$ cat src/hdl/skt_pkg.sv
// ----------------------------------------------------------------------------
// skt_pkg
// Shared types and constants of the sorted key table: request and entry
// layouts, operation and status codes, back end state encoding.
// ----------------------------------------------------------------------------
package skt_pkg;

  // default table capacity
  localparam int TABLE_DEPTH_DEF = 64;

  // entries in the queue between front and back end
  localparam int QUEUE_DEPTH = 2;

  // fixed field widths
  localparam int KEY_W    = 48;
  localparam int HANDLE_W = 32;
  localparam int STATUS_W = 3;
  localparam int SLOT_W   = 7;

  // request operation
  typedef enum logic {
    OP_INSERT = 1'b0,
    OP_LOOKUP = 1'b1
  } op_t;

  // result status codes
  typedef enum logic [STATUS_W-1:0] {
    ST_INSERTED  = 3'd0,
    ST_DUPLICATE = 3'd1,
    ST_FULL      = 3'd2,
    ST_HIT       = 3'd3,
    ST_MISS      = 3'd4
  } status_t;

  // classified request as held in the queue
  typedef struct packed {
    op_t                 op;
    logic [KEY_W-1:0]    key;
    logic [HANDLE_W-1:0] handle;
  } req_t;

  // one stored table entry
  typedef struct packed {
    logic [KEY_W-1:0]    key;
    logic [HANDLE_W-1:0] handle;
  } entry_t;

  // back end sequencer states
  typedef enum logic [2:0] {
    BS_IDLE,
    BS_SEARCH,
    BS_COMPARE,
    BS_PROBE,
    BS_SHIFT,
    BS_WRITE,
    BS_FINISH
  } back_state_t;

endpackage

$ cat src/hdl/skt_queue.sv
// ----------------------------------------------------------------------------
// skt_queue
// Short request queue between front and back end so that each side stalls
// on its own.
// ----------------------------------------------------------------------------
module skt_queue
  import skt_pkg::*;
(
  input  logic clk,
  input  logic rst,
  input  logic push_valid,
  output logic push_ready,
  input  req_t push_data,
  output logic pop_valid,
  input  logic pop_ready,
  output req_t pop_data
);

  localparam int PTR_W = (QUEUE_DEPTH > 1) ? $clog2(QUEUE_DEPTH) : 1;
  localparam int CNT_W = $clog2(QUEUE_DEPTH + 1);

  req_t             slots [QUEUE_DEPTH];
  logic [PTR_W-1:0] wr_ptr;
  logic [PTR_W-1:0] rd_ptr;
  logic [CNT_W-1:0] fill;
  logic             do_push;
  logic             do_pop;

  assign push_ready = (fill != CNT_W'(QUEUE_DEPTH));
  assign pop_valid  = (fill != '0);
  assign pop_data   = slots[rd_ptr];
  assign do_push    = push_valid && push_ready;
  assign do_pop     = pop_valid && pop_ready;

  // pointers and fill level
  always_ff @(posedge clk) begin
    if (rst) begin
      wr_ptr <= '0;
      rd_ptr <= '0;
      fill   <= '0;
    end else begin
      if (do_push) begin
        wr_ptr <= (wr_ptr == PTR_W'(QUEUE_DEPTH - 1)) ? '0 : wr_ptr + PTR_W'(1);
      end
      if (do_pop) begin
        rd_ptr <= (rd_ptr == PTR_W'(QUEUE_DEPTH - 1)) ? '0 : rd_ptr + PTR_W'(1);
      end
      if (do_push && !do_pop) begin
        fill <= fill + CNT_W'(1);
      end else if (do_pop && !do_push) begin
        fill <= fill - CNT_W'(1);
      end
    end
  end

  // storage
  always_ff @(posedge clk) begin
    if (do_push) begin
      slots[wr_ptr] <= push_data;
    end
  end

endmodule

$ cat config.mk
export PLATFORM = sky130hd
export DESIGN_NAME = skt_queue
export DESIGN_NICKNAME = d
export VERILOG_FILES = /design/src/hdl/skt_pkg.sv /design/src/hdl/skt_queue.sv
export SDC_FILE = /design/constraint.sdc
export NUM_CORES = 1
export LEC_CHECK = 0
export ABC_AREA = 1
export BUFFER_PORTS_ARGS = -buffer_cell sky130_fd_sc_hd__buf_4
export CORE_UTILIZATION = 45
export DETAILED_ROUTE_END_ITERATION = 16
export PLACE_DENSITY = 0.8
export SYNTH_ARGS = -nofsm -noshare
export SYNTH_HDL_FRONTEND = slang
export SYNTH_SLANG_ARGS = --single-unit
$ cat constraint.sdc
create_clock -name clk -period 7.2 [get_ports clk]
set_input_delay 1.8 -clock clk [delete_from_list [all_inputs] [get_ports clk]]
set_output_delay 1.8 -clock clk [all_outputs]
set_load 0.03 [all_outputs]
==> impl_metrics.env, run 1 <==
export IMPL_run_status="finished, final reports clean"
export IMPL_dp_cells=630
export IMPL_hold_viol_final=0
export IMPL_cpMostUsedCell="buf_4"
export IMPL_post_cts_buffers=0
export IMPL_area_growth_pct=29.6
export IMPL_synth_seq_area_share_pct=76.5
export IMPL_first_pass_iters=4
export IMPL_tightest_slew_ns=1.10
export IMPL_power_density_mw_per_mm2=370
export IMPL_core_area_mm2=0.0140
export IMPL_p_seq_share_pct=41.6
export IMPL_crit_path_top_delay_cell="dfxtp_4"
export IMPL_p_clk_share_pct=28.0
export IMPL_n_fill_cell=1027
export IMPL_port_buffers=167
export IMPL_arrival_ns=2.56
export IMPL_fin_area_mm2=0.00841
export IMPL_crit_path_max_incr_delay_ns=0.78
export IMPL_n_antenna_cell=0
export IMPL_initial_core_util_pct=46.4
export IMPL_hp_class="flip-flop to flip-flop"
export IMPL_finalPower_mw=3.11
export IMPL_overflow=0
export IMPL_synth_top_cells_by_count="edfxtp_1, mux2_4, nand2_1"
export IMPL_synth_top_area_share_pct=75.0
export IMPL_stdcell_count=662
export IMPL_cts_tree="done"
export IMPL_num_rows=43
export IMPL_rsz0062_at_grt="no"
export IMPL_antenna_found_initial=0
export IMPL_cts_root_buf="clkbuf_16"
export IMPL_netlist_instances=289
export IMPL_placed_area_mm2=0.00784
export IMPL_clock_latency_ns=0.41
export IMPL_cts_resized=0
export IMPL_die_w_um=122
export IMPL_crit_type="flip-flop to primary output"
export IMPL_p_sw_uw=919
export IMPL_netlist_cell_type_count=14
export IMPL_maxCapViolCount=0
export IMPL_leakagePower_nw=3.32
export IMPL_ir_drop_mv=0.245
export IMPL_fin_crit_ns=4.36
export IMPL_finalNetCount=555
export IMPL_crit_fanout=45
export IMPL_fin_skew_ns=0.00567
export IMPL_ys_async_sr_fraction_pct=0
export IMPL_grtUsageTotal_pct=15.1
export IMPL_syn_nets=375
export IMPL_endpoint_kind="primary output"
export IMPL_synth_most_common_cell="edfxtp_1"
export IMPL_whs_ns=0.532
export IMPL_slew_limit_headroom_pct=26.6
export IMPL_ys_warn_count=0
export IMPL_critPathRequiredTime_ns=5.40
export IMPL_clk_pin_slew_ns=0.06
export IMPL_tns_ns=0
export IMPL_synthTopCellsByArea="edfxtp_1, mux2_4, buf_12"
export IMPL_drc=0
export IMPL_avgSynthCellArea_um2=22.4
export IMPL_dieArea_mm2=0.0149
export IMPL_setup_ws_ns=2.84
export IMPL_place_hpwl_um=7280
export IMPL_synth_edf_count=162
export IMPL_cp_buffers_inverters=2
export IMPL_regArea_mm2=0.00497
export IMPL_die_h_um=122
export IMPL_intPower_mw=2.19
export IMPL_fin_util_pct=60.1
export IMPL_drv_slew=0
export IMPL_grt_pass1_wl_um=16100
export IMPL_setup_worst_path_start_class="flip-flop"
export IMPL_synth_ff_latch_count=167
export IMPL_cts_made_buffers=17
export IMPL_clkSinkCount=167
export IMPL_htreeDepth=4
export IMPL_drtAntennaViolNets=0
export IMPL_first_iter_violations=182
export IMPL_multi_input_area_mm2=0.00134
export IMPL_vias=3130
export IMPL_fmax_mhz=230
export IMPL_power_frac_comb_pct=30.4
export IMPL_cp_cell_sequence="buf_4 -> mux2_4 -> buf_4"
export IMPL_io_pins=168
export IMPL_dp_slack_ns=3.18
export IMPL_globalplace_congestion=0.704
export IMPL_finalSetupViolCount=0
export IMPL_grt_max_degree=46
export IMPL_ctsHoldBuffers=0
export IMPL_viasPerCell=4.73
export IMPL_crit_family="buffers and inverters"
export IMPL_routed_wl_um=10800
export IMPL_drive_gt1_share_pct=57.9
export IMPL_cts_buffer_depth=2
export IMPL_routedWlPerCell_um=16.3
export IMPL_p_sw_share_pct=29.5
export IMPL_synth_area_mm2=0.00649
export IMPL_fin_crit_sh_pct=60.5
export IMPL_grt_pass1_vias=3214
export IMPL_yosysTopAreaCell="edfxtp_1"
export IMPL_ys_flop_type="edfxtp_1"
## state kept, by name (all words and copies together) (netlist names), named ones only
name    count
fill        2
rd_ptr      1
slots     162
wr_ptr      1
## power groups by stage
stage	Combinational, mW	Clock (mW)	Sequential (mW)
3_5_place_dp	0.958	0	1.32
5_1_grt	0.999	0.934	1.31
3_3_place_gp	0.945	0	1.31
2_1_floorplan	0.728	0	1.29
6_report	0.947	0.870	1.30
4_1_cts	0.962	0.891	1.30
## worst paths after layout
path,startpoint,end,slack (ns),cells past startpoint
min,rd_ptr$_SDFFE_PP0P_,rd_ptr$_SDFFE_PP0P_,0.53,2
min reg2reg,rd_ptr$_SDFFE_PP0P_,rd_ptr$_SDFFE_PP0P_,0.53,2
max reg2reg,fill[0]$_SDFFE_PP0P_,slots[0][21]$_DFFE_PP_,4.57,5
max,flip-flop,pop_data[10],2.84,3
## cell type report
cell class | count | area share [%]
clock buffers | 21 | 5.24
clock inverters | 11 | 1.58
inverters | 8 | 0.357
multi-input cells | 105 | 15.9
flip-flops and latches | 167 | 59.1
well taps | 180 | 2.68
repair buffers | 170 | 15.2
## worst min-delay path, delay by kind of cell (launching register included)
family | cells | cell delay [ns]
DFF | 1 | 0.34
and+or+nand+nor | 1 | 0.10
AOI/OAI and AO/OA | 1 | 0.06
## cells by family (layout without fill, tap and decap cells)
family | Yosys count | after routing | synth area share [%]
multiplexers | 81 | 81 | 18.7
flip-flops | 167 | 167 | 76.5
buffers and inverters | 17 | 210 | 3.11
AND/OR/NAND/NOR | 19 | 19 | 1.18
adder cells (fa/ha/maj) | 1 | 1 | 0.193
AO/OA/AOI/OAI | 4 | 4 | 0.309
## placed cells by master (no fill, tap or decap), types with 2 or more instances in the layout
cell,synthesis,layout
buf_4,0,170
edfxtp_1,162,162
mux2_4,80,80
clkbuf_16,0,17
nand2_1,9,9
inv_1,8,8
nor2_1,7,5
clkbuf_1,0,4
dfxtp_1,5,4
clkinv_1,0,3
clkinv_2,0,3
bufinv_16,0,3
nor2_4,0,2
o21ai_0,2,2
a21oi_1,2,2
nand3_1,2,2
## routing by layer
| metal | wire (um) | up-vias | global-route usage, % |
|---|---|---|---|
| li1 | - | 1485 | - |
| met1 | 4280 | 1518 | 17.2 |
| met4 | 122 | 0 | 5.49 |
| met5 | 0 | - | 0 |
| met2 | 5610 | 114 | 25.3 |
| met3 | 768 | 13 | 6.41 |
Note: power is estimated with default switching activity, not from simulation.
==> run 2: changes to the inputs <==
--- a/config.mk
+++ b/config.mk
@@ -5,11 +5,11 @@
 export SDC_FILE = /design/constraint.sdc
 export NUM_CORES = 1
 export LEC_CHECK = 0
-export ABC_AREA = 1
+export ABC_AREA = 0
 export BUFFER_PORTS_ARGS = -buffer_cell sky130_fd_sc_hd__buf_4
 export CORE_UTILIZATION = 45
 export DETAILED_ROUTE_END_ITERATION = 16
-export PLACE_DENSITY = 0.8
+export PLACE_DENSITY = 0.83
 export SYNTH_ARGS = -nofsm -noshare
 export SYNTH_HDL_FRONTEND = slang
 export SYNTH_SLANG_ARGS = --single-unit
==> constraint.sdc (replaced) <==
create_clock -name clk -period 3.8 [get_ports clk]
set_input_delay 0.95 -clock clk [delete_from_list [all_inputs] [get_ports clk]]
set_output_delay 0.95 -clock clk [all_outputs]
set_load 0.03 [all_outputs]
==> run 2 against run 1 <==
Compared with the run above:
- critical path depth unchanged
- wire length increased by 0.53%
- combinational power increased by 85%
- highest routed layer unchanged
- setup slack got worse by 2.0 ns
- clock-buffer cell count increased by 1
- sequential share of layout area increased by 2.3 points
- clock power increased by 93%
- worst hold slack got worse by 0.017 ns
- via count increased by 1.2%
==> impl_metrics.env, run 2 <==
export IMPL_run_status="finished, final reports clean"
export IMPL_ctsHoldBuffers=0
export IMPL_hp_class="flip-flop to flip-flop"
export IMPL_ys_warn_count=0
export IMPL_tns_ns=0
export IMPL_whs_ns=0.514
export IMPL_slew_limit_headroom_pct=25.7
export IMPL_tightest_slew_ns=1.11
export IMPL_synth_ff_latch_count=167
export IMPL_ys_async_sr_fraction_pct=0
export IMPL_initial_core_util_pct=46.0
export IMPL_synth_seq_area_share_pct=81.9
export IMPL_synth_edf_count=162
export IMPL_p_seq_share_pct=41.4
export IMPL_synth_top_area_share_pct=80.2
export IMPL_arrival_ns=2.00
export IMPL_clk_pin_slew_ns=0.06
export IMPL_synth_area_mm2=0.00606
export IMPL_ir_drop_mv=0.654
export IMPL_p_sw_share_pct=30.4
export IMPL_cp_buffers_inverters=2
export IMPL_grt_pass1_vias=3399
export IMPL_synthMuxAreaShare_pct=15.0
export IMPL_cts_made_buffers=17
export IMPL_multi_input_area_mm2=0.00104
export IMPL_cp_cell_sequence="buf_12 -> mux2_2 -> buf_4"
export IMPL_die_h_um=118
export IMPL_cts_root_buf="clkbuf_16"
export IMPL_power_frac_comb_pct=29.9
export IMPL_setup_worst_path_start_class="flip-flop"
export IMPL_synth_top_family_by_area="multiplexers"
export IMPL_n_antenna_cell=0
export IMPL_crit_path_max_incr_delay_ns=0.66
export IMPL_routedWlPerCell_um=16.8
export IMPL_drive_gt1_share_pct=60.3
export IMPL_vias=3167
export IMPL_crit_path_top_delay_cell="dfxtp_4"
export IMPL_port_buffers=167
export IMPL_antenna_found_initial=0
export IMPL_min_from="rd_ptr$_SDFFE_PP0P_"
export IMPL_core_area_mm2=0.0132
export IMPL_netlist_instances=276
export IMPL_dieArea_mm2=0.0139
export IMPL_largestRegisters="slots: 162 flops, fill: 2 flops"
export IMPL_num_rows=42
export IMPL_critPathRequiredTime_ns=2.85
export IMPL_clkSinkCount=167
export IMPL_hold_viol_final=0
export IMPL_synth_top_cells_by_count="edfxtp_1, mux2_2, buf_4"
export IMPL_endpoint_kind="primary output"
export IMPL_cts_resized=0
export IMPL_intPower_mw=4.07
export IMPL_fmax_mhz=339
export IMPL_avgSynthCellArea_um2=22.0
export IMPL_finalSetupViolCount=0
export IMPL_clock_latency_ns=0.42
export IMPL_final_common_cell="buf_4"
export IMPL_cts_tree="done"
export IMPL_die_w_um=118
export IMPL_grtUsageTotal_pct=16.3
export IMPL_globalplace_congestion=0.710
export IMPL_yosys_area_share_adder_pct=0.206
export IMPL_cts_buffer_depth=2
export IMPL_viasPerCell=4.92
export IMPL_leakagePower_nw=3.01
export IMPL_io_pins=168
export IMPL_rsz0062_at_grt="no"
export IMPL_n_fill_cell=951
export IMPL_place_hpwl_um=6970
export IMPL_synthTopCellsByArea="edfxtp_1, mux2_2, dfxtp_1"
export IMPL_maxCapViolCount=0
export IMPL_p_sw_mw=1.77
export IMPL_power_density_mw_per_mm2=721
export IMPL_fin_crit_sh_pct=77.7
export IMPL_syn_nets=362
export IMPL_drtAntennaViolNets=0
export IMPL_grt_pass1_wl_um=17100
export IMPL_synth_most_common_cell="edfxtp_1"
export IMPL_routed_wl_um=10800
export IMPL_overflow=0
export IMPL_ys_flop_type="edfxtp_1"
export IMPL_regArea_mm2=0.00497
export IMPL_crit_reg2reg_launch="fill[0]$_SDFFE_PP0P_"
export IMPL_post_cts_buffers=0
export IMPL_regMostFlops="slots"
export IMPL_largest_reg_flops=162
export IMPL_drc=0
export IMPL_synth_simple_area_share_pct=0.825
export IMPL_layout_common_cells="buf_4, edfxtp_1, mux2_2, clkbuf_16, clkinv_2"
export IMPL_fin_crit_ns=2.95
export IMPL_crit_type="flip-flop to primary output"
export IMPL_fin_skew_ns=0.00672
export IMPL_crit_fanout=46
export IMPL_synth_compound_area_share_pct=0.495
export IMPL_first_pass_iters=4
export IMPL_crit_family="flip-flops"
export IMPL_p_clk_share_pct=28.7
export IMPL_netlist_cell_type_count=18
export IMPL_finalNetCount=541
export IMPL_htreeDepth=4
export IMPL_yosysTopAreaCell="edfxtp_1"
export IMPL_drv_slew=0
export IMPL_yosys_area_share_xor_xnor_pct=0.433
export IMPL_first_iter_violations=131
export IMPL_area_growth_pct=33.5
export IMPL_grt_max_degree=82
[run 2: per-layer routing]
layer	share of wire, %	up-vias	track usage [%]
met1	40	1579	18.9
li1	-	1452	-
met2	52	116	27.2
met4	2.0	0	7.45
met3	5.9	20	5.57
met5	0	-	0
[run 2: cells by family after synthesis]
group	Yosys count
flops	167
mux	81
buf+inv	10
simple gates	9
compound gates	5
xor+xnor	3
fa+ha+maj	1
[run 2: tightest hold or removal path, stage by stage (launching register included)]
cell,delay (ns)
dfxtp_1,0.33
xor2_1,0.08
nor2_1,0.07
[run 2: final timing paths]
path	to	slack, ns	cells after the start
worst max register to register	slots[0][19]$_DFFE_PP_	1.76	4
worst max-delay path	pop_data[77]	0.85	3
worst min register to register	rd_ptr$_SDFFE_PP0P_	0.51	2
worst min-delay path	rd_ptr$_SDFFE_PP0P_	0.51	2
[run 2: per-stage QoR]
| stage | util, % | cell area, um^2 | total power, mW | setup WS [ns] | instances |
|---|---|---|---|---|---|
| global route | 61.4 | 8100 | 6.06 | 0.740 | 644 |
| floorplan | - | 6060 | 3.60 | 0.464 | 276 |
| CTS | 61.4 | 8100 | 5.90 | 0.794 | 644 |
| global placement | 57.0 | 7520 | 4.18 | 1.29 | 612 |
| detailed placement | 57.0 | 7520 | 4.22 | 1.26 | 612 |
| finish | 61.4 | 8100 | 5.84 | 0.846 | 644 |
[run 2: layout make-up]
type | instances | area share, %
Inverter | 1 | 0.0618
Sequential cell | 167 | 61.3
Clock inverter | 10 | 1.62
Tap cell | 176 | 2.72
Clock buffer | 22 | 5.48
Timing Repair Buffer | 169 | 16.0
Multi-Input combinational cell | 99 | 12.8
[run 2: power by group through the flow]
stage	logic, mW	clock network (mW)	registers [mW]
2_1_floorplan	1.21	0	2.39
3_3_place_gp	1.74	0	2.44
3_5_place_dp	1.76	0	2.46
4_1_cts	1.77	1.70	2.43
5_1_grt	1.83	1.78	2.45
6_report	1.75	1.68	2.42
