**src/hdl/skt_pkg.sv**
```systemverilog
// ----------------------------------------------------------------------------
// skt_pkg
// Shared types and constants of the sorted key table: request and entry
// layouts, operation and status codes, back end state encoding.
// ----------------------------------------------------------------------------
package skt_pkg;

  // default table capacity
  localparam int TABLE_DEPTH_DEF = 64;

  // entries in the queue between front and back end
  localparam int QUEUE_DEPTH = 2;

  // fixed field widths
  localparam int KEY_W    = 48;
  localparam int HANDLE_W = 32;
  localparam int STATUS_W = 3;
  localparam int SLOT_W   = 7;

  // request operation
  typedef enum logic {
    OP_INSERT = 1'b0,
    OP_LOOKUP = 1'b1
  } op_t;

  // result status codes
  typedef enum logic [STATUS_W-1:0] {
    ST_INSERTED  = 3'd0,
    ST_DUPLICATE = 3'd1,
    ST_FULL      = 3'd2,
    ST_HIT       = 3'd3,
    ST_MISS      = 3'd4
  } status_t;

  // classified request as held in the queue
  typedef struct packed {
    op_t                 op;
    logic [KEY_W-1:0]    key;
    logic [HANDLE_W-1:0] handle;
  } req_t;

  // one stored table entry
  typedef struct packed {
    logic [KEY_W-1:0]    key;
    logic [HANDLE_W-1:0] handle;
  } entry_t;

  // back end sequencer states
  typedef enum logic [2:0] {
    BS_IDLE,
    BS_SEARCH,
    BS_COMPARE,
    BS_PROBE,
    BS_SHIFT,
    BS_WRITE,
    BS_FINISH
  } back_state_t;

endpackage

```
**src/hdl/skt_front.sv**
```systemverilog
// ----------------------------------------------------------------------------
// skt_front
// Input stage: takes requests from the stream, decodes the request kind
// into an operation code and holds the request until the queue has room.
// ----------------------------------------------------------------------------
module skt_front
  import skt_pkg::*;
(
  input  logic        clk,
  input  logic        rst,
  input  logic        s_tvalid,
  output logic        s_tready,
  input  logic [79:0] s_tdata,   // key_addr[47:0], handle_in[79:48]
  input  logic [0:0]  s_tuser,   // req_type[0]
  output logic        push_valid,
  input  logic        push_ready,
  output req_t        push_data
);

  logic hold_valid;
  req_t hold;
  req_t decoded;

  // decode request kind
  always_comb begin
    decoded.key    = s_tdata[KEY_W-1:0];
    decoded.handle = s_tdata[KEY_W+HANDLE_W-1:KEY_W];
    unique case (s_tuser[0])
      1'b0:    decoded.op = OP_INSERT;
      1'b1:    decoded.op = OP_LOOKUP;
      default: decoded.op = OP_INSERT;
    endcase
  end

  // free when empty or when the held request moves on this cycle
  assign s_tready   = !hold_valid || push_ready;
  assign push_valid = hold_valid;
  assign push_data  = hold;

  // hold register control
  always_ff @(posedge clk) begin
    if (rst) begin
      hold_valid <= 1'b0;
    end else if (s_tvalid && s_tready) begin
      hold_valid <= 1'b1;
    end else if (push_ready) begin
      hold_valid <= 1'b0;
    end
  end

  // hold register payload
  always_ff @(posedge clk) begin
    if (s_tvalid && s_tready) begin
      hold <= decoded;
    end
  end

endmodule

```
**config.mk**
```make
export PLATFORM = sky130hd
export DESIGN_NAME = skt_front
export DESIGN_NICKNAME = d
export VERILOG_FILES = /design/src/hdl/skt_pkg.sv /design/src/hdl/skt_front.sv
export SDC_FILE = /design/constraint.sdc
export NUM_CORES = 1
export LEC_CHECK = 0
export BUFFER_PORTS_ARGS = -buffer_cell sky130_fd_sc_hd__buf_2
export CORE_MARGIN = 1
export CORE_UTILIZATION = 30
export CTS_CLUSTER_SIZE = 14
export DETAILED_ROUTE_END_ITERATION = 10
export PLACE_DENSITY_LB_ADDON = 0.1
export SYNTH_ARGS = -nofsm -noshare
export SYNTH_HDL_FRONTEND = slang
export SYNTH_SLANG_ARGS = --single-unit
```
**constraint.sdc**
```tcl
create_clock -name clk -period 2.1 [get_ports clk]
set_input_delay 0 -clock clk [delete_from_list [all_inputs] [get_ports clk]]
set_output_delay 0 -clock clk [all_outputs]
set_load 0.1 [all_outputs]
```
==> impl_results.md, run 1 <==
* Drc violations at 0
* Synth Net Count at 171
* Yosys top cell area share at 0.9779
* Slew margin rel. at 0.6624
* Die Wd at 93.06 um
* Met2 Routed Length at 3142 um
* Hold Startpoint: s_tvalid
* Flop pwr share at 0.481
* Util after Layout at 0.5700
* Setup TNS at 0 ns
* Synth unique cells at 6
* Layout fillers at 636
* Die H at 93.06 um
* R2R setup slack at 0.73 ns
* Slew @ Worst Pin at 0.5100 ns
* Metal3 WL at 460 um
* Largest stage delay on the critical path at 0.34 ns
* CP max-delay cell: dfxtp_2
* Worst Skew at 0.004047 ns
* Maxcap violations at 0
* Reg2reg path depth at 3
* Placement Setup Slack at 0.7179 ns
* Area delta synth->final at 80.73%
* Root buffer cell: clkbuf_8
* Row count at 32
* WL met1 at 2138 um
* Number of diodes at 0
* Post-synth EDFFs at 81
* Clk pin slew, worst setup/hold paths at 0.08 ns
* Number of global-route vias before repair at 1897
* Final WS setup at 0.7253 ns
* Initial drt markers at 51
* Seq/Total Area, Yosys at 0.9859
* Routed len/inst at 12.81 um
* Top FF cell, synth: edfxtp_1
* DR top layer: met4
* Max Root-Sink Buffers at 2
* HP Class: in2reg
* CTS buffer count at 9
* Core Footprint at 0.007888 mm^2
* Setup CP Type: reg2reg
* Min Hold Slack at 0.2052 ns
* FF+latch count, synth at 82
* Post-Synth XOR/XNOR Area at 0
* CTS tree: done
* Max-slew violations at 0
* Synth Area in Compound Gates at 0.003521
* Post-synthesis mux area share at 0
* GRT Resource Usage Total at 0.1388
* CP arrival at 1.40 ns
* First-pass DRT Iterations at 3
* FFs w/ async S/R, synth at 0
* # setup viols final at 0
* Final net count at 434
* Hold Path Depth at 2
* IO Port Bufs at 167
* Fmax at 727.4 MHz
* Synth Area in Simple Gates at 0.009054
* Syn Area/Cell at 28.92 um^2
* DRT antenna net count at 0
* Status: finished clean
* Clock Power Share at 0.267
* Period minus WS final at 1.375 ns
* Sw Share at 0.3333
* WHS Endpoint: push_data[16]$_DFFE_PP_
* WP data required at 2.12 ns
* Clk sinks at 82
* Mapped Area at 0.002487 mm^2
* Post-synthesis adder-cell area fraction at 0
* GR Overflow Total at 0
* Syn Inst Count at 86
* Fin crit share at 0.6546
* First-pass GRT wire length at 8735 um
* Synth Warn # at 0
* Die ar. at 0.008659 mm^2
* Leading area contributor after synthesis: edfxtp_1
* Internal power at 2.675 mW
* Final GP Congestion at 0.6692
* Vias per inst at 4.000
* Layout cells sized above 1 at 0.5311
* Largest net degree at the start of global routing at 44
* Reg-to-reg startpoint: push_valid$_SDFFE_PP0P_
* Unrepaired setup endpoints after global routing: false
* Count leader, synth: edfxtp_1
* Starting Density at 0.3154
* Clk_lat worst skew at 0.34 ns
* NetSw at 1.337 mW
* DR vias at 1824
* Synth top area cells: edfxtp_1 98%, dfxtp_1 0.80%, nand2b_4 0.55%
* Largest family of logic cells by synthesized area: simple AND/OR/NAND/NOR gates
* Final wirelength at 5841 um
* Worst-path fanout max at 20
* Worst path cell trace: nand2b_4 > and2_4 > buf_4
* Leak pwr at 1.926 nW
* Worst Setup End Kind: flop
* H-tree depth at 3
* Reg2reg end: push_data[69]$_DFFE_PP_
* Post-CTS sizing at 0
* Number of top-level pins at 168
* Initial antenna violation count at 0
* Combinational power share at 0.251
* VDD IR max at 390.9 uV
* Pwr/cell area at 892.5 mW/mm^2
* CP Launch Type: flop
* Hold Vio Cnt, Final at 0
[logic make-up after synthesis]
logic type / Yosys count
AOI/OAI and AO/OA: 1
buffers and inverters: 1
DFF: 82
and+or+nand+nor: 2
[cell usage in the layout, fill, tap and decap left out]
cell,instances
clkbuf_1,1
bufinv_16,1
inv_1,1
and2_4,1
a21oi_2,1
buf_4,1
edfxtp_1,81
clkinvlp_4,1
nand2b_4,1
dfxtp_2,1
dlygate4sd3_1,83
buf_2,167
buf_12,1
clkbuf_8,9
clkinv_2,4
[metrics by stage]
stage               std cells  power [mW]  instance area [um^2]
floorplan                  86       2.683                  2489
global placement          357       2.857                  3480
detailed placement        357       2.860                  3480
CTS                       456       4.062                  4496
global route              456       4.173                  4496
finish                    456       4.012                  4496
[sequential cells by signal (all words and copies together) (netlist names)]
name        cells
push_data      81
push_valid      1
[metal layers]
metal  track usage  up-vias
met1        0.1421      853
met4       0.06923        0
li1              -      870
met3       0.05610        9
met2        0.2439       92
met5             0        -
[critical path, delay by kind of cell, from the launching register on]
kind                   cells  cell delay, ns
buffers and inverters      1            0.32
AND/OR/NAND/NOR            2            0.39
flip-flops                 1            0.34
[final cells by class]
type,instances,area (um^2),share of cell area
inverter,1,3.754,0.0008350
multi-input combinational,3,31.28,0.006958
timing repair buffer,252,1694,0.3768
clock buffer,10,127.6,0.02839
tap,102,127.6,0.02839
clock inverter,6,57.56,0.01280
sequential,82,2454,0.5458
[power by group through the flow]
stage | Sequential [mW] | Clock [mW] | Combinational, mW
floorplan | 2.64 | 0 | 0.0398
global placement | 1.97 | 0 | 0.891
detailed placement | 1.97 | 0 | 0.892
CTS | 1.93 | 1.12 | 1.01
global route | 1.94 | 1.19 | 1.04
finish | 1.93 | 1.07 | 1.01
[worst max path at each step]
stage	endpoint	slack (ns)	from	depth (start not counted)
after floorplan	push_data[0]$_DFFE_PP_	0.14	push_valid$_SDFFE_PP0P_	2
after global placement	push_data[26]$_DFFE_PP_	0.73	push_valid$_SDFFE_PP0P_	3
after detailed placement	push_data[26]$_DFFE_PP_	0.72	push_valid$_SDFFE_PP0P_	3
after CTS	push_data[27]$_DFFE_PP_	0.71	push_valid$_SDFFE_PP0P_	3
after global routing	push_data[26]$_DFFE_PP_	0.65	push_valid$_SDFFE_PP0P_	3
final	push_data[69]$_DFFE_PP_	0.73	push_valid$_SDFFE_PP0P_	3
[repair_timing]
item / in CTS / in global routing
setup buffers: 0 / 0
hold endpoints to repair: 82 / 0
hold buffers: 83 / 0
(Power assumes the default switching activity.)
==> run 2: changes to the inputs <==
clock period = 1.39 ns   (was 2.1 ns; I/O delays follow)
==> impl_results.md, run 2 (same netlist as run 1, synthesis figures left out) <==
* Post-CTS sizing at 0 (unchanged)
* Period minus WS final at 1.220 ns (was 1.375 ns)
* Die ar. at 0.008659 mm^2 (unchanged)
* CP Launch Type: flop (unchanged)
* Drc violations at 0 (unchanged)
* Max reg flops at 81 (unchanged)
* WP data required at 1.41 ns (was 2.12 ns)
* Slew margin rel. at 0.6621 (was 0.6624)
* Fin crit share at 0.8774 (was 0.6546)
* Fmax at 820.0 MHz (was 727.4 MHz)
* Commonest non-fill, non-tap cell in the layout: buf_2 (unchanged)
* Worst Skew at 0.007714 ns (was 0.004047 ns)
* Clk pin slew, worst setup/hold paths at 0.07 ns (was 0.08 ns)
* Die H at 93.06 um (unchanged)
* Leak pwr at 1.933 nW (was 1.926 nW)
* Unrepaired setup endpoints after global routing: false (unchanged)
* DRT antenna net count at 0 (unchanged)
* Max Root-Sink Buffers at 2 (unchanged)
* Worst-path fanout max at 47 (was 20)
* Final WS setup at 0.1705 ns (was 0.7253 ns)
* GRT Resource Usage Total at 0.1325 (was 0.1388)
* Number of global-route vias before repair at 1826 (was 1897)
* Layout cells sized above 1 at 0.5212 (was 0.5311)
* Final GP Congestion at 0.6376 (was 0.6692)
* Initial antenna violation count at 0 (unchanged)
* Final net count at 434 (unchanged)
* HP Class: in2reg (unchanged)
* Setup CP Type: reg2reg (unchanged)
* Most frequent cells in the layout: 167 x buf_2, 83 x dlygate4sd3_1, 81 x edfxtp_1 (unchanged)
* Placement Setup Slack at 0.1812 ns (was 0.7179 ns)
* First-pass GRT wire length at 8390 um (was 8735 um)
* Die Wd at 93.06 um (unchanged)
* Area delta synth->final at 81.89% (was 80.73%)
* Post-DP HPWL at 3662 um
* VDD IR max at 733.0 uV (was 390.9 uV)
* Starting Density at 0.3154 (unchanged)
* DR vias at 1801 (was 1824)
* R2R setup slack at 0.17 ns (was 0.73 ns)
* Largest net degree at the start of global routing at 48 (was 44)
* Core Footprint at 0.007888 mm^2 (unchanged)
* First-pass DRT Iterations at 4 (was 3)
* # setup viols final at 0 (unchanged)
* H-tree depth at 3 (unchanged)
* Status: finished clean (unchanged)
* Root buffer cell: clkbuf_8 (unchanged)
* Vias per inst at 3.958 (was 4.000)
* Hold Vio Cnt, Final at 0 (unchanged)
* Maxcap violations at 0 (unchanged)
* Initial drt markers at 49 (was 51)
* Number of top-level pins at 168 (unchanged)
* Row count at 32 (unchanged)
* GR Overflow Total at 0 (unchanged)
* CTS tree: done (unchanged)
* Routed len/inst at 12.63 um (was 12.81 um)
* Clk sinks at 82 (unchanged)
* Pwr/cell area at 1370 mW/mm^2 (was 892.5 mW/mm^2)
* Slew @ Worst Pin at 0.5104 ns (was 0.5100 ns)
* Post-layout total power at 6.199 mW (was 4.012 mW)
* CP arrival at 1.24 ns (was 1.40 ns)
* Final wirelength at 5745 um (was 5841 um)
* IO Port Bufs at 167 (unchanged)
* Max-slew violations at 0 (unchanged)
* CTS buffer count at 9 (unchanged)
* Worst Setup End Kind: flop (unchanged)
* Clk_lat worst skew at 0.33 ns (was 0.34 ns)
* Number of diodes at 0 (unchanged)
-- run 2: critical path, stage by stage, from the launching register on --
cell,delay [ns]
dfxtp_4,0.35
nand2b_4,0.08
and2_4,0.20
buf_12,0.25
-- run 2: stage by stage --
stage | util | hold slack [ns] | instances | TNS (ns) | area (um^2)
after global placement | 0.4431 | 0.1566 | 357 | 0 | 3495
after CTS | 0.5736 | 0.06590 | 455 | 0 | 4524
after floorplan | - | 0.05327 | 86 | -38.52 | 2491
after detailed placement | 0.4431 | 0.1547 | 357 | 0 | 3495
after global routing | 0.5736 | 0.07976 | 455 | 0 | 4524
final | 0.5736 | 0.08507 | 455 | 0 | 4524
-- run 2: final cells by class --
type,instances,area (um^2)
clock buffers,11,131.4
clock inverters,4,67.56
fillers,628,3363
inverters,1,3.754
multi-input cells,3,31.28
flip-flops and latches,82,2456
well taps,102,127.6
repair buffers,252,1707
-- run 2: path summary, 6_finish.rpt --
| check | start | end | cells past startpoint |
|---|---|---|---|
| max | push_valid$_SDFFE_PP0P_ | push_data[61]$_DFFE_PP_ | 3 |
| min reg2reg | push_valid$_SDFFE_PP0P_ | push_data[67]$_DFFE_PP_ | 2 |
| min | s_tvalid | push_data[67]$_DFFE_PP_ | 2 |
| max reg2reg | push_valid$_SDFFE_PP0P_ | push_data[61]$_DFFE_PP_ | 3 |
-- run 2: where the power goes --
part | total [mW] | leakage (nW) | switching [mW] | internal, mW
Clock | 1.75 | 0.0985 | 0.758 | 0.992
Combinational | 1.53 | 1.04 | 1.19 | 0.342
Sequential | 2.92 | 0.793 | 0.0316 | 2.89
-- run 2: what timing repair did --
action | CTS | global route
endpoints found under the hold margin | 82 | 0
buffers inserted | 0 | 0
hold buffers | 83 | 0
-- run 2: layer usage --
metal  GRT usage  share of wire  vias to the layer above
met5           0              0                        -
met4     0.06154          0.015                        0
met3     0.04959          0.084                        9
met2      0.2249           0.50                      100
met1      0.1474           0.40                      822
li1            -              -                      870
==> run 3: changes to the inputs <==
GPL_TIMING_DRIVEN = 0   (was unset)
==> impl_results.md, run 3 (same netlist as run 1, synthesis figures left out) <==
* H-tree depth at 3 (unchanged)
* Area delta synth->final at 80.63% (was 81.89%)
* GRT Resource Usage Total at 0.1321 (was 0.1325)
* CP max-delay cell: and2_4 (was dfxtp_4)
* Worst-path fanout max at 40 (was 47)
* Max Root-Sink Buffers at 2 (unchanged)
* Post-CTS setup repair buffer count at 0 (unchanged)
* Fin crit share at 0.9454 (was 0.8774)
* Placement Setup Slack at -0.2733 ns (was 0.1812 ns)
* Final WS setup at 0.07593 ns (was 0.1705 ns)
* Largest stage delay on the critical path at 0.51 ns (was 0.35 ns)
* Final wirelength at 5774 um (was 5745 um)
* Clk sinks at 82 (unchanged)
* Clk_lat worst skew at 0.33 ns (about the same)
* Hold Vio Cnt, Final at 0 (unchanged)
* CTS tree: done (unchanged)
* Slew margin rel. at 0.6349 (was 0.6621)
* Buf/Inv on CP at 0 (was 1)
* Die H at 93.06 um (unchanged)
* Max-slew violations at 0 (unchanged)
* VDD IR max at 703.1 uV (was 733.0 uV)
* Core Footprint at 0.007888 mm^2 (unchanged)
* GR Overflow Total at 0 (unchanged)
* Number of top-level pins at 168 (unchanged)
* Period minus WS final at 1.314 ns (was 1.220 ns)
* Starting Density at 0.3154 (unchanged)
* Status: finished clean (unchanged)
* Internal power at 4.210 mW (was 4.221 mW)
* Initial antenna violation count at 0 (unchanged)
* Post-layout total power at 6.174 mW (was 6.199 mW)
* Worst Setup End Kind: flop (unchanged)
* Worst Skew at 0.009224 ns (was 0.007714 ns)
* Maxcap violations at 0 (unchanged)
* Flop pwr share at 0.473 (was 0.471)
* Util after Layout at 0.5696 (was 0.5736)
* Clock Power Share at 0.282 (about the same)
* WP data required at 1.37 ns (was 1.41 ns)
* Final GP Congestion at 0.6375 (was 0.6376)
* Die ar. at 0.008659 mm^2 (unchanged)
* CTS buffer count at 9 (unchanged)
* Unrepaired setup endpoints after global routing: false (unchanged)
* Worst path cell trace: nand2b_4 > and2_4 (was nand2b_4 > and2_4 > buf_12)
* Layout cells sized above 1 at 0.5199 (was 0.5212)
* Min Hold Slack at 0.3081 ns (was 0.08507 ns)
* Crit path from: push_valid$_SDFFE_PP0P_ (unchanged)
* Commonest non-fill, non-tap cell in the layout: buf_2 (unchanged)
* Largest net degree at the start of global routing at 42 (was 48)
* # setup viols final at 0 (unchanged)
* Root buffer cell: clkbuf_8 (unchanged)
* Pwr/cell area at 1374 mW/mm^2 (was 1370 mW/mm^2)
* CP Launch Type: flop (unchanged)
* Slew @ Worst Pin at 0.5476 ns (was 0.5104 ns)
* First-pass GRT wire length at 8197 um (was 8390 um)
* CP arrival at 1.29 ns (was 1.24 ns)
* First-pass DRT Iterations at 4 (unchanged)
* DRT antenna net count at 0 (unchanged)
* Most frequent cells in the layout: 167 x buf_2, 83 x dlygate4sd3_1, 81 x edfxtp_1 (unchanged)
* HP Class: in2reg (unchanged)
* Initial drt markers at 32 (was 49)
* Row count at 32 (unchanged)
* Combinational power share at 0.246 (was 0.247)
* Hold Startpoint: s_tvalid (unchanged)
* Sw Share at 0.3181 (was 0.3191)
* Reg-to-reg startpoint: push_valid$_SDFFE_PP0P_ (unchanged)
* Die Wd at 93.06 um (unchanged)
* Number of global-route vias before repair at 1764 (was 1826)
* IO Port Bufs at 167 (unchanged)
* Drc violations at 0 (unchanged)
* Final net count at 433 (was 434)
* Max reg flops at 81 (unchanged)
* DR vias at 1788 (was 1801)
* Routed len/inst at 12.72 um (was 12.63 um)
* Post-DP HPWL at 3558 um (was 3662 um)
* Setup TNS at 0 ns (unchanged)
* NetSw at 1.964 mW (was 1.978 mW)
* Fmax at 761.0 MHz (was 820.0 MHz)
* Setup CP Type: reg2reg (unchanged)
* Clk pin slew, worst setup/hold paths at 0.08 ns (was 0.07 ns)
* Vias per inst at 3.938 (was 3.958)
* CP top delay family: simple AND/OR/NAND/NOR gates (was flip-flops)
* Layout fillers at 662 (was 628)
* Leak pwr at 1.919 nW (was 1.933 nW)
* Number of diodes at 0 (unchanged)
-- run 3: routing by layer --
metal,vias up,share of wire,GRT usage
met4,0,0.016,0.06538
li1,867,-,-
met2,92,0.52,0.2402
met3,10,0.077,0.03821
met1,819,0.38,0.1384
met5,-,0,0
-- run 3: cell type report --
class / instances / area (um^2) / share of cell area
flip-flops and latches: 82 / 2456 / 0.5466
repair buffers: 250 / 1667 / 0.3709
clock buffers: 11 / 131.4 / 0.02924
well taps: 102 / 127.6 / 0.02840
clock inverters: 4 / 67.56 / 0.01504
multi-input cells: 4 / 40.04 / 0.008911
inverters: 1 / 3.754 / 0.0008354
-- run 3: path summary, 6_finish.rpt --
kind                             endpoint  slack, ns  cells after the start
setup / recovery  push_data[24]$_DFFE_PP_       0.08                      2
hold reg to reg   push_data[21]$_DFFE_PP_       0.97                      2
hold / removal    push_data[21]$_DFFE_PP_       0.31                      2
setup reg to reg  push_data[24]$_DFFE_PP_       0.08                      2
-- run 3: per-stage QoR --
step                instance area [um^2]  instances
floorplan                           2491         86
global placement                    3455        355
detailed placement                  3455        355
CTS                                 4493        454
global route                        4493        454
finish                              4493        454
-- run 3: timing repair --
item / CTS / global route
setup endpoints to repair: 81 / 0
endpoints found under the hold margin: 82 / 0
hold buffers: 83 / 0
gates resized for setup: 1 / 0
-- run 3: power by group through the flow --
| stage | Clock, mW | Combinational, mW | Sequential [mW] |
|---|---|---|---|
| final | 1.74 | 1.52 | 2.92 |
| after global routing | 1.89 | 1.56 | 2.93 |
| after global placement | 0 | 1.33 | 2.97 |
| after detailed placement | 0 | 1.33 | 2.98 |
| after CTS | 1.81 | 1.52 | 2.92 |
| after floorplan | 0 | 0.0602 | 3.99 |
